`src/rtl/ksb_pkg.sv`:
```
package ksb_pkg;

  localparam int KeyW     = 72;
  localparam int TexW     = 32;
  localparam int SlotOutW = 6;

  localparam logic [15:0] PassBias = 16'h8000;

  typedef struct packed {
    logic [15:0] pass_key;
    logic [31:0] tex;
    logic [23:0] color;
  } entry_t;

  typedef struct packed {
    logic ins;
    logic shift;
  } cmd_t;

  typedef enum logic [1:0] {
    ST_IDLE,
    ST_EMIT,
    ST_INSERT
  } state_t;

endpackage

```
`src/rtl/ksb_cell.sv`:
```
module ksb_cell #(
  parameter int SW  = 6,
  parameter int CW  = 7,
  parameter int IDX = 0
) (
  input  logic              clk,
  input  ksb_pkg::cmd_t     cmd,
  input  logic [CW-1:0]     count,
  input  ksb_pkg::entry_t   new_ent,
  input  logic [SW-1:0]     new_slot,
  input  logic              left_gt,
  input  ksb_pkg::entry_t   left_ent,
  input  logic [SW-1:0]     left_slot,
  input  ksb_pkg::entry_t   right_ent,
  input  logic [SW-1:0]     right_slot,
  input  logic [31:0]       right_atex,
  output logic              gt,
  output ksb_pkg::entry_t   ent,
  output logic [SW-1:0]     slot,
  output logic [31:0]       atex
);
  import ksb_pkg::*;

  entry_t            ent_r, ent_nxt;
  logic [SW-1:0]     slot_r, slot_nxt;
  logic [TexW-1:0]   atex_r, atex_nxt;
  logic [KeyW-1:0]   own_key;
  logic [KeyW-1:0]   new_key;
  logic              occ;
  logic              tail;

  assign own_key = ent_r;
  assign new_key = new_ent;
  assign occ     = count > CW'(IDX);
  assign tail    = count == CW'(IDX);
  assign gt      = occ && (own_key > new_key);

  always_comb begin
    ent_nxt  = ent_r;
    slot_nxt = slot_r;
    atex_nxt = atex_r;
    if (cmd.shift) begin
      ent_nxt  = right_ent;
      slot_nxt = right_slot;
      atex_nxt = right_atex;
    end else if (cmd.ins) begin
      if (left_gt) begin
        ent_nxt  = left_ent;
        slot_nxt = left_slot;
      end else if (gt || tail) begin
        ent_nxt  = new_ent;
        slot_nxt = new_slot;
      end
      if (tail) begin
        atex_nxt = new_ent.tex;
      end
    end
  end

  always_ff @(posedge clk) begin
    ent_r  <= ent_nxt;
    slot_r <= slot_nxt;
    atex_r <= atex_nxt;
  end

  assign ent  = ent_r;
  assign slot = slot_r;
  assign atex = atex_r;

endmodule

```
`config.mk`:
```
export PLATFORM = sky130hd
export DESIGN_NAME = ksb_cell
export DESIGN_NICKNAME = d
export VERILOG_FILES = /design/src/rtl/ksb_pkg.sv /design/src/rtl/ksb_cell.sv
export SDC_FILE = /design/constraint.sdc
export NUM_CORES = 1
export LEC_CHECK = 0
export BUFFER_PORTS_ARGS = -buffer_cell sky130_fd_sc_hd__buf_4
export CAP_MARGIN = 30
export CORE_AREA = 2 2 151 153
export CTS_CLUSTER_SIZE = 30
export DETAILED_ROUTE_END_ITERATION = 6
export DIE_AREA = 0 0 153 155
export GPL_ROUTABILITY_DRIVEN = 1
export PLACE_DENSITY = 0.73
export REMOVE_ABC_BUFFERS = 1
export SLEW_MARGIN = 30
export SYNTH_ARGS = -nofsm -noshare
export SYNTH_HDL_FRONTEND = slang
export SYNTH_SLANG_ARGS = --single-unit
export TNS_END_PERCENT = 5
```
`constraint.sdc`:
```
create_clock -name clk -period 12.1 [get_ports clk]
set_input_delay 0.605 -clock clk [delete_from_list [all_inputs] [get_ports clk]]
set_output_delay 0.605 -clock clk [all_outputs]
set_load 0.01 [all_outputs]
```
==> results.toml <==
[yosys]
synthDistinctLibCells = 40
synthArstFlopShare_pct = 0
synth-edff-count = 110
synth_seq_cells = 110
yosys_most_used_dff = "edfxtp_1"
syn_avg_cell_area_um2 = 9.96
synthCells = 711
yosys_warnings = 0
syn-cell-area_mm2 = 0.00708
synth_seq_area_share_pct = 46.6

[placed_design]
place_area_mm2 = 0.0103
placed_cells = 1353
dp.final_hpwl_mm = 18.6
gp_congestion = 0.828
dp_worst_setup_slack_ns = 8.58
place.port_buffers = 387

[timing]
maxSlewViolCount = 0
skew_ns = 0.0140
worst_slew_pin_slew_ns = 0.860
tns_ns = 0
fmax_mhz = 301
rsz0062_at_grt = "false"
setup_viol_count_final = 0
setup_ws_ns = 8.78
fin_crit_ns = 3.32
maxSlewHeadroom_pct = 42.6
timing.final.crit_share_pct = 27.4
hold_violations = 0

[global_routing]
grt_max_degree = 113
antenna_found_initial = 0
grt_pass1_vias = 6586
grt_use_total_pct = 18.9
grt_remaining_overflow = 0
grt_pass1_wl_mm = 35.3

[routing]
routedWlPerCell_um = 17.0
drc_errors = 0
drtPass1Iterations = 5
wl_mm = 23.3
first_iter_violations = 301
vias = 6526
ant_nets = 0
vias_per_cell = 4.77

[pwr]
p_clk_share_pct = 27.3
p_int_w = 0.000798
ir_drop_mv = 0.0713
sw_frac_of_total_pct = 28.8
p_leak_nw = 5.16
p_seq_share_pct = 44.2
p_comb_share_pct = 28.5
powerDensity_mw_per_mm2 = 106
p_sw_w = 0.000324

[final_layout]
instances_no_fill = 1369
diodes = 0
final_area_mm2 = 0.0106
drive_above_1_share_pct = 38.1
layout.nets = 1428
layout_commonest_cell = "buf_4"
syn2layout_area_growth_pct = 49.0
most-common-layout-cells = "buf_4, nand2_1, o21ai_0, edfxtp_1, mux2i_1"

[cts]
h-tree-depth = 3
post-cts-setup-buffers = 0
clk_pin_slew_ns = 0.08
postCtsHoldBufs = 0
cts_buffer_depth = 2
cts_inserted_buffers = 9
cts-root-buf = "clkbuf_16"
clkLatencyLatePin_ns = 0.35
cts_tree = "done"
ctsResizeCount = 0
cts.sinks = 110

[worst_setup_path]
arrival_ns = 2.71
cp_max_fo = 2
crit_slowest_cell = "nor4_1"
endpoint_kind = "output pin"
start_kind = "register"
path_cells = "ha_1, nand4_1, nor3_1, nand2_1, nor4_1, o21ai_1, o211ai_2, and3b_1, buf_4"
crit_required_ns = 11.49
cpPeakStageDelay_ns = 0.54
path_class = "reg2out"

[floorplanning]
dieWidth_um = 153
fp-row-count = 55
die_area_mm2 = 0.0237
die_h_um = 155
io_pins = 388
initial_core_util_pct = 31.9
core-area_mm2 = 0.0222

[outcome]
status = "completed"

[worst_hold_path]
hold_class = "in2reg"

[flow_run]
drv_cap = 0
[metrics by stage]
stage	total power [W]	util, %	hold WS [ns]
final	0.00112	47.5	0.530
after global placement	0.000821	46.1	0.883
after detailed placement	0.000827	46.1	0.888
after floorplan	0.000629	-	0.792
after CTS	0.00114	47.5	0.512
after global routing	0.00118	47.5	0.522
[cell type report]
class / count / area [um^2]
Multi-Input combinational cell: 493 / 3380
Timing Repair Buffer: 391 / 2950
Fill cell: 2133 / 11700
Tap cell: 285 / 357
Sequential cell: 110 / 3300
Clock inverter: 7 / 71.3
Inverter: 74 / 278
Clock buffer: 9 / 225
[power groups by stage]
stage               logic [W]  clock network, W  registers (W)
floorplan            0.000108                 0       0.000521
global placement     0.000317                 0       0.000504
detailed placement   0.000323                 0       0.000504
CTS                  0.000324          0.000319       0.000496
global route         0.000355          0.000329       0.000501
finish               0.000320          0.000306       0.000496
[kinds of logic after synthesis]
family	after synthesis	synth area share [%]
buf+inv	108	5.79
flops	110	46.6
fa+ha+maj	72	12.7
simple gates	173	10.5
compound gates	170	13.4
mux	78	11.0
[flip-flops by register name (all words and copies together) (netlist names)]
register	count
ent	72
slot	6
atex	32
[worst max-delay path: cells and delay by family, from the launching register on]
kind | cells | cell delay (ns)
flip-flops | 1 | 0.45
AO/OA/AOI/OAI | 2 | 0.31
adder cells (fa/ha/maj) | 1 | 0.33
AND/OR/NAND/NOR | 5 | 1.16
buffers and inverters | 1 | 0.13
[cells in the mapped netlist, types with 2 or more instances]
cell type	number	area share [%]
inv_1	74	3.9
nand4_1	14	1.2
nor4_2	2	0.35
clkbuf_1	27	1.4
edfxtp_1	110	47
buf_2	4	0.28
nand2_1	131	6.9
o211ai_1	2	0.21
nor3_1	4	0.28
ha_1	72	13
nand3_1	5	0.35
a21oi_1	30	2.1
buf_1	3	0.16
a21o_1	3	0.32
nor2_1	8	0.42
o21ai_0	119	8.4
nor2b_1	2	0.18
mux2i_1	78	11
a22oi_1	2	0.21
[final timing paths]
| check | from | endpoint | slack, ns | cells after the start |
|---|---|---|---|---|
| worst max-delay path | ent[65]$_DFFE_PP_ | gt | 8.78 | 9 |
| worst min-delay path | right_ent[49] | ent[49]$_DFFE_PP_ | 0.53 | 3 |
| worst max register to register | ent[65]$_DFFE_PP_ | ent[4]$_DFFE_PP_ | 8.88 | 9 |
| worst min register to register | ent[24]$_DFFE_PP_ | ent[47]$_DFFE_PP_ | 1.63 | 7 |
[metal layers]
metal | share of wire (%) | vias to the layer above | wire length (um) | GRT usage (%)
li1 | - | 3284 | - | -
met5 | 0 | - | 0 | 0
met1 | 42 | 2980 | 9690 | 23.6
met2 | 50 | 234 | 11800 | 33.1
met3 | 5.8 | 28 | 1350 | 3.76
met4 | 2.1 | 0 | 496 | 6.04
(Power assumes the default switching activity.)
