**src/rtl/ksb_pkg.sv**
```systemverilog
package ksb_pkg;

  localparam int KeyW     = 72;
  localparam int TexW     = 32;
  localparam int SlotOutW = 6;

  localparam logic [15:0] PassBias = 16'h8000;

  typedef struct packed {
    logic [15:0] pass_key;
    logic [31:0] tex;
    logic [23:0] color;
  } entry_t;

  typedef struct packed {
    logic ins;
    logic shift;
  } cmd_t;

  typedef enum logic [1:0] {
    ST_IDLE,
    ST_EMIT,
    ST_INSERT
  } state_t;

endpackage

```
**src/rtl/ksb_ctrl.sv**
```systemverilog
module ksb_ctrl #(
  parameter int CAPACITY = 64,
  parameter int SW       = 6,
  parameter int CW       = 7
) (
  input  logic           clk,
  input  logic           rst_n,
  input  logic           in_valid,
  input  logic           in_req_type,
  input  logic           out_stall,
  output logic           in_stall,
  output logic           out_valid,
  output ksb_pkg::cmd_t  cmd,
  output logic [CW-1:0]  count,
  output logic [SW-1:0]  emit_idx,
  output logic           sel_pend
);
  import ksb_pkg::*;

  state_t         state_r, state_nxt;
  logic [CW-1:0]  count_r, count_nxt;
  logic [SW-1:0]  idx_r, idx_nxt;
  logic           pend_r, pend_nxt;
  logic           in_acc;
  logic           out_acc;
  logic           full;
  logic           empty;
  logic           final_beat;

  assign full       = count_r == CW'(CAPACITY);
  assign empty      = count_r == '0;
  assign final_beat = count_r == CW'(1);
  assign in_acc     = in_valid && !in_stall;
  assign out_acc    = out_valid && !out_stall;

  always_comb begin
    state_nxt = state_r;
    unique case (state_r)
      ST_IDLE: begin
        if (in_acc && (in_req_type ? !empty : full)) begin
          state_nxt = ST_EMIT;
        end
      end
      ST_EMIT: begin
        if (out_acc && final_beat) begin
          state_nxt = pend_r ? ST_INSERT : ST_IDLE;
        end
      end
      ST_INSERT: state_nxt = ST_IDLE;
      default:   state_nxt = ST_IDLE;
    endcase
  end

  always_comb begin
    in_stall  = 1'b1;
    out_valid = 1'b0;
    sel_pend  = 1'b0;
    cmd       = '0;
    unique case (state_r)
      ST_IDLE: begin
        in_stall = 1'b0;
        cmd.ins  = in_valid && !in_req_type && !full;
      end
      ST_EMIT: begin
        out_valid = 1'b1;
        cmd.shift = !out_stall;
      end
      ST_INSERT: begin
        sel_pend = 1'b1;
        cmd.ins  = 1'b1;
      end
      default: begin
        in_stall = 1'b1;
      end
    endcase
  end

  always_comb begin
    count_nxt = count_r;
    idx_nxt   = idx_r;
    pend_nxt  = pend_r;
    if (cmd.ins) begin
      count_nxt = count_r + CW'(1);
    end else if (cmd.shift) begin
      count_nxt = count_r - CW'(1);
    end
    if (out_acc) begin
      idx_nxt = final_beat ? '0 : idx_r + SW'(1);
    end
    if (state_r == ST_IDLE && in_acc && !in_req_type && full) begin
      pend_nxt = 1'b1;
    end else if (state_r == ST_INSERT) begin
      pend_nxt = 1'b0;
    end
  end

  always_ff @(posedge clk) begin
    if (!rst_n) begin
      state_r <= ST_IDLE;
      count_r <= '0;
      idx_r   <= '0;
      pend_r  <= 1'b0;
    end else begin
      state_r <= state_nxt;
      count_r <= count_nxt;
      idx_r   <= idx_nxt;
      pend_r  <= pend_nxt;
    end
  end

  assign count    = count_r;
  assign emit_idx = idx_r;

endmodule

```
**config.mk**
```make
export PLATFORM = sky130hd
export DESIGN_NAME = ksb_ctrl
export DESIGN_NICKNAME = d
export VERILOG_FILES = /design/src/rtl/ksb_pkg.sv /design/src/rtl/ksb_ctrl.sv
export SDC_FILE = /design/constraint.sdc
export NUM_CORES = 1
export LEC_CHECK = 0
export ABC_AREA = 1
export BUFFER_PORTS_ARGS = -buffer_cell sky130_fd_sc_hd__buf_2
export CAP_MARGIN = 20
export CORE_ASPECT_RATIO = 0.7
export CORE_MARGIN = 1.5
export CORE_UTILIZATION = 52
export CTS_CLUSTER_DIAMETER = 60
export DETAILED_ROUTE_END_ITERATION = 12
export PLACE_DENSITY = 0.86
export RECOVER_POWER = 100
export SETUP_SLACK_MARGIN = 0.4
export SLEW_MARGIN = 20
export SYNTH_ARGS = -nofsm -noshare
export SYNTH_HDL_FRONTEND = slang
export SYNTH_SLANG_ARGS = --single-unit
```
**constraint.sdc**
```tcl
create_clock -name clk -period 1.73 [get_ports clk]
set_input_delay 0.173 -clock clk [delete_from_list [all_inputs] [get_ports clk]]
set_output_delay 0.173 -clock clk [all_outputs]
set_load 0.01 [all_outputs]
```
==> impl_summary.txt <==
----------------------------------------------------
[Routing]
  First-iteration detailed-routing DRC count ... 65
  Drc violations ... 0
  Via count ... 1223
  Length of the first detailed-routing pass in iterations ... 6
  Post-route ant nets ... 0
  WL per Instance ... 15.3 um
  Wirelength, routed ... 3.30 mm
  Via density per instance ... between 5 and 6

[Final layout]
  Non-Filler Instances ... 216
  Count of filler cells inserted in the layout ... 138
  Final non-filler cell area ... 1390 um2
  Sequential cell area in the final layout ... 325 um2
  Final net count ... between 200 and 250
  Share of cells above drive strength 1 ... 0.330
  Area occupied by multi-input gates ... approximately 700 um2
  Antenna diode instance count ... 0
  Area grow syn2layout ... 34.3%

[Hold path]
  Class of the tightest hold or removal check ... in -> reg
  Startpoint of the worst hold path ... in_valid
  Hold Crit Endpoint ... state_r[0]
  Count of cells along the worst hold path ... 3

[Clock network]
  CTS H-tree lvls ... 1
  Clock tree from TritonCTS ... built
  Num Clock Sinks ... 16
  Clock latency on the worst-skew pair ... between 300 and 400 ps
  Hold_buf cts ... 0
  TritonCTS Buffers ... 3
  Number of buffers between clock root and the deepest sink ... 2
  CTS clock-pin slew for the worst setup and hold paths ... 120 ps
  Cell chosen for the clock root ... sky130_fd_sc_hd__clkbuf_4

[Floorplanning]
  DIE AREA ... 2270 um2
  # rows ... 13
  Core region area ... 1870 um2
  Width of the die ... ~56 um
  Initial core utilization ... 0.553
  Die Y ... around 40 um
  Number of ports placed on the die boundary ... 23

[Synth]
  Mean instance size in the synthesized netlist ... ~6.7 um2
  Register area share after synthesis ... 0.310
  Number of distinct library cells after synthesis ... 26
  Seq cells post-synth ... 16
  Post-Syn Nets ... 164
  Synthesized instance count ... 155
  Total number of yosys warnings ... 0
  Synthesized cell area ... 1030 um2

[Critical path]
  Worst path required time ... roughly 1600 ps
  R2r worst-path depth ... 11
  Category of the critical setup timing path ... reg -> out
  Critical Path Start Type ... flip-flop
  Startpoint of the worst-slack reg-to-reg timing path ... count[4]
  Crit path capture type ... output port
  Worst-path maximum fanout ... 5
  Slack of the worst reg-to-reg path ... about 200 ps
  Critical Path AT ... 1390 ps
  Reg-to-reg endpoint ... count[6]

[STA]
  Final hold viol count ... 0
  Clock Skews ... 18.5 ps
  Number of pins with negative max-slew slack in the final report ... 0
  Final Worst Setup Slack ... 170 ps
  Min cycle time layout ... 1560 ps
  Setup TNS ... 0 ps
  Maximum clock frequency ... 641 MHz
  Setup violation total in the final timing report ... 0
  Setup repair after global routing missed its margin ... yes
  Headroom to the max-slew limit ... 0.683
  Share of the cycle needed by the critical path after routing ... 0.902
  Worst slew pin tran ... ~470 ps

[Power and ir drop]
  Worst vdd ir ... 639 uV
  PD cells ... between 700 and 800 nW/um2
  Total power after layout ... 0.00108 W
  Leakage power figure ... 0.613 nW

[Placed design]
  Placed standard-cell area ... between 1000 and 1500 um2
  Setup WS pre-CTS ... 239 ps
  Final GP Congestion ... 0.837
  # placed instances ... slightly below 200
  Input/output buffers ... 22
  Placed wire-length estimate after detailed placement ... 1.85 mm

[Status]
  Result of the run ... completed

[Run]
  # Max-Cap Violations ... 0

[Global routing]
  Via count of the first global-routing pass ... 997
  GR Overflow Total ... 0
  Initial antenna violation count ... 0
  Wire length of the first global-routing pass ... 4.44 mm
  Maximum number of pins on one net before global-route repair ... 11
  Total global routing track utilization ... 0.268

----------------------------------------------------
[critical path, stage by stage, from the launching register on]
cell	delay (ps)
sky130_fd_sc_hd__dfxtp_1	390
sky130_fd_sc_hd__inv_2	120
sky130_fd_sc_hd__nand2_2	90
sky130_fd_sc_hd__nor2_4	120
sky130_fd_sc_hd__nand2_2	90
sky130_fd_sc_hd__nand2_4	70
sky130_fd_sc_hd__nand2_4	50
sky130_fd_sc_hd__buf_6	120
[metal layers]
layer  global-route usage  wire (um)  up-vias
li1                     -          -      575
met1                0.340       1410      547
met2                0.426       1410       87
met3               0.0871        372       14
met4                0.125        100        0
met5                    0          0        -
[placed cells by master, fill, tap and decap left out]
cell type and count:
sky130_fd_sc_hd__dfxtp_1 14, sky130_fd_sc_hd__o21ai_1 2, sky130_fd_sc_hd__clkbuf_1 10, sky130_fd_sc_hd__nand3b_1 1
sky130_fd_sc_hd__xor2_1 6, sky130_fd_sc_hd__inv_1 11, sky130_fd_sc_hd__buf_2 13, sky130_fd_sc_hd__nand3_4 1
sky130_fd_sc_hd__inv_4 2, sky130_fd_sc_hd__nand2_4 3, sky130_fd_sc_hd__buf_6 2, sky130_fd_sc_hd__o21ai_2 2
sky130_fd_sc_hd__nor2_1 23, sky130_fd_sc_hd__nor2_2 5, sky130_fd_sc_hd__nand2_2 2, sky130_fd_sc_hd__a211oi_1 1
sky130_fd_sc_hd__a21oi_1 8, sky130_fd_sc_hd__nor2_4 4, sky130_fd_sc_hd__dfxtp_2 1, sky130_fd_sc_hd__nand3_1 13
sky130_fd_sc_hd__o21ai_0 2, sky130_fd_sc_hd__nor4_1 1, sky130_fd_sc_hd__ha_4 3, sky130_fd_sc_hd__ha_1 1
sky130_fd_sc_hd__inv_2 4, sky130_fd_sc_hd__clkbuf_4 4, sky130_fd_sc_hd__nor3_2 2, sky130_fd_sc_hd__clkbuf_8 1
sky130_fd_sc_hd__a21oi_2 1, sky130_fd_sc_hd__clkbuf_2 1, sky130_fd_sc_hd__nor3_1 3, sky130_fd_sc_hd__buf_4 11
sky130_fd_sc_hd__clkinv_2 1, sky130_fd_sc_hd__dfxtp_4 1, sky130_fd_sc_hd__nand2_1 31, sky130_fd_sc_hd__clkinv_1 1
sky130_fd_sc_hd__nand4_1 2
[area by class of cell]
| type | instances | area share |
|---|---|---|
| tap | 22 | 0.0198 |
| multi-input combinational | 117 | 0.506 |
| sequential | 16 | 0.234 |
| inverter | 19 | 0.0558 |
| clock buffer | 4 | 0.0261 |
| timing repair buffer | 38 | 0.158 |
[Yosys cell counts]
cell / instances / area [um2]
sky130_fd_sc_hd__nand3_1: 13 / 65.1
sky130_fd_sc_hd__dfxtp_1: 16 / 320
sky130_fd_sc_hd__xor2_1: 6 / 52.6
sky130_fd_sc_hd__nand3_4: 1 / 17.5
sky130_fd_sc_hd__nor2_1: 28 / 105
sky130_fd_sc_hd__o21ai_1: 2 / 10.0
sky130_fd_sc_hd__buf_2: 1 / 5.00
sky130_fd_sc_hd__a21oi_1: 9 / 45.0
sky130_fd_sc_hd__clkinv_2: 1 / 5.00
sky130_fd_sc_hd__inv_1: 13 / 48.8
sky130_fd_sc_hd__nor2_2: 1 / 6.26
sky130_fd_sc_hd__nand2_1: 31 / 116
sky130_fd_sc_hd__ha_1: 4 / 50.1
sky130_fd_sc_hd__a211oi_1: 1 / 7.51
sky130_fd_sc_hd__clkinv_1: 1 / 3.75
sky130_fd_sc_hd__nand4_1: 2 / 12.5
sky130_fd_sc_hd__nand3b_1: 1 / 7.51
sky130_fd_sc_hd__inv_2: 4 / 15.0
sky130_fd_sc_hd__nor2_4: 2 / 22.5
sky130_fd_sc_hd__buf_6: 1 / 11.3
sky130_fd_sc_hd__nor3_1: 5 / 25.0
sky130_fd_sc_hd__nand2_4: 2 / 22.5
sky130_fd_sc_hd__nor4_1: 1 / 6.26
sky130_fd_sc_hd__buf_4: 2 / 15.0
sky130_fd_sc_hd__nand2_2: 3 / 18.8
sky130_fd_sc_hd__o21ai_0: 4 / 20.0
[flip-flops by register name, summed over array words and instances (netlist names)]
signal,cells
count,7
emit_idx,6
state_r,2
pend_r,1
[repair_timing]
action,4_1_cts,5_1_grt
cloned,1,0
setup endpoints to repair,15,17
resized for setup,15,17
buffers inserted,12,3
pin swaps,7,4
[per-stage QoR]
stage / utilization / hold slack (ps)
4_1_cts: 0.719 / 154
2_1_floorplan: - / 284
5_1_grt: 0.743 / 131
3_3_place_gp: 0.625 / 451
3_5_place_dp: 0.625 / 455
6_report: 0.743 / 119
[how the worst max path moves through the flow]
stage | startpoint | end | slack [ps] | cells past startpoint
final | count[4] | cmd[1] | 170 | 7
after global routing | count[4] | count[2] | 120 | 11
after CTS | count[1] | cmd[1] | 230 | 8
after detailed placement | count[0] | count[4] | 240 | 11
after global placement | count[0] | count[2] | 350 | 11
after floorplan | count[0] | count[4] | 390 | 11
[where the power goes]
part	switching [W]	leakage [nW]	internal, W
Clock	0.000140	0.0210	0.000129
Sequential	0.0000322	0.131	0.000390
Combinational	0.000227	0.461	0.000157
[cell families after synthesis]
logic type,Yosys count,share of synthesized area
AND/OR/NAND/NOR,90,0.411
buffers and inverters,23,0.100
AO/OA/AOI/OAI,16,0.0798
flip-flops,16,0.310
XOR/XNOR,6,0.0508
adder cells (fa/ha/maj),4,0.0484
(Power assumes the default switching activity.)
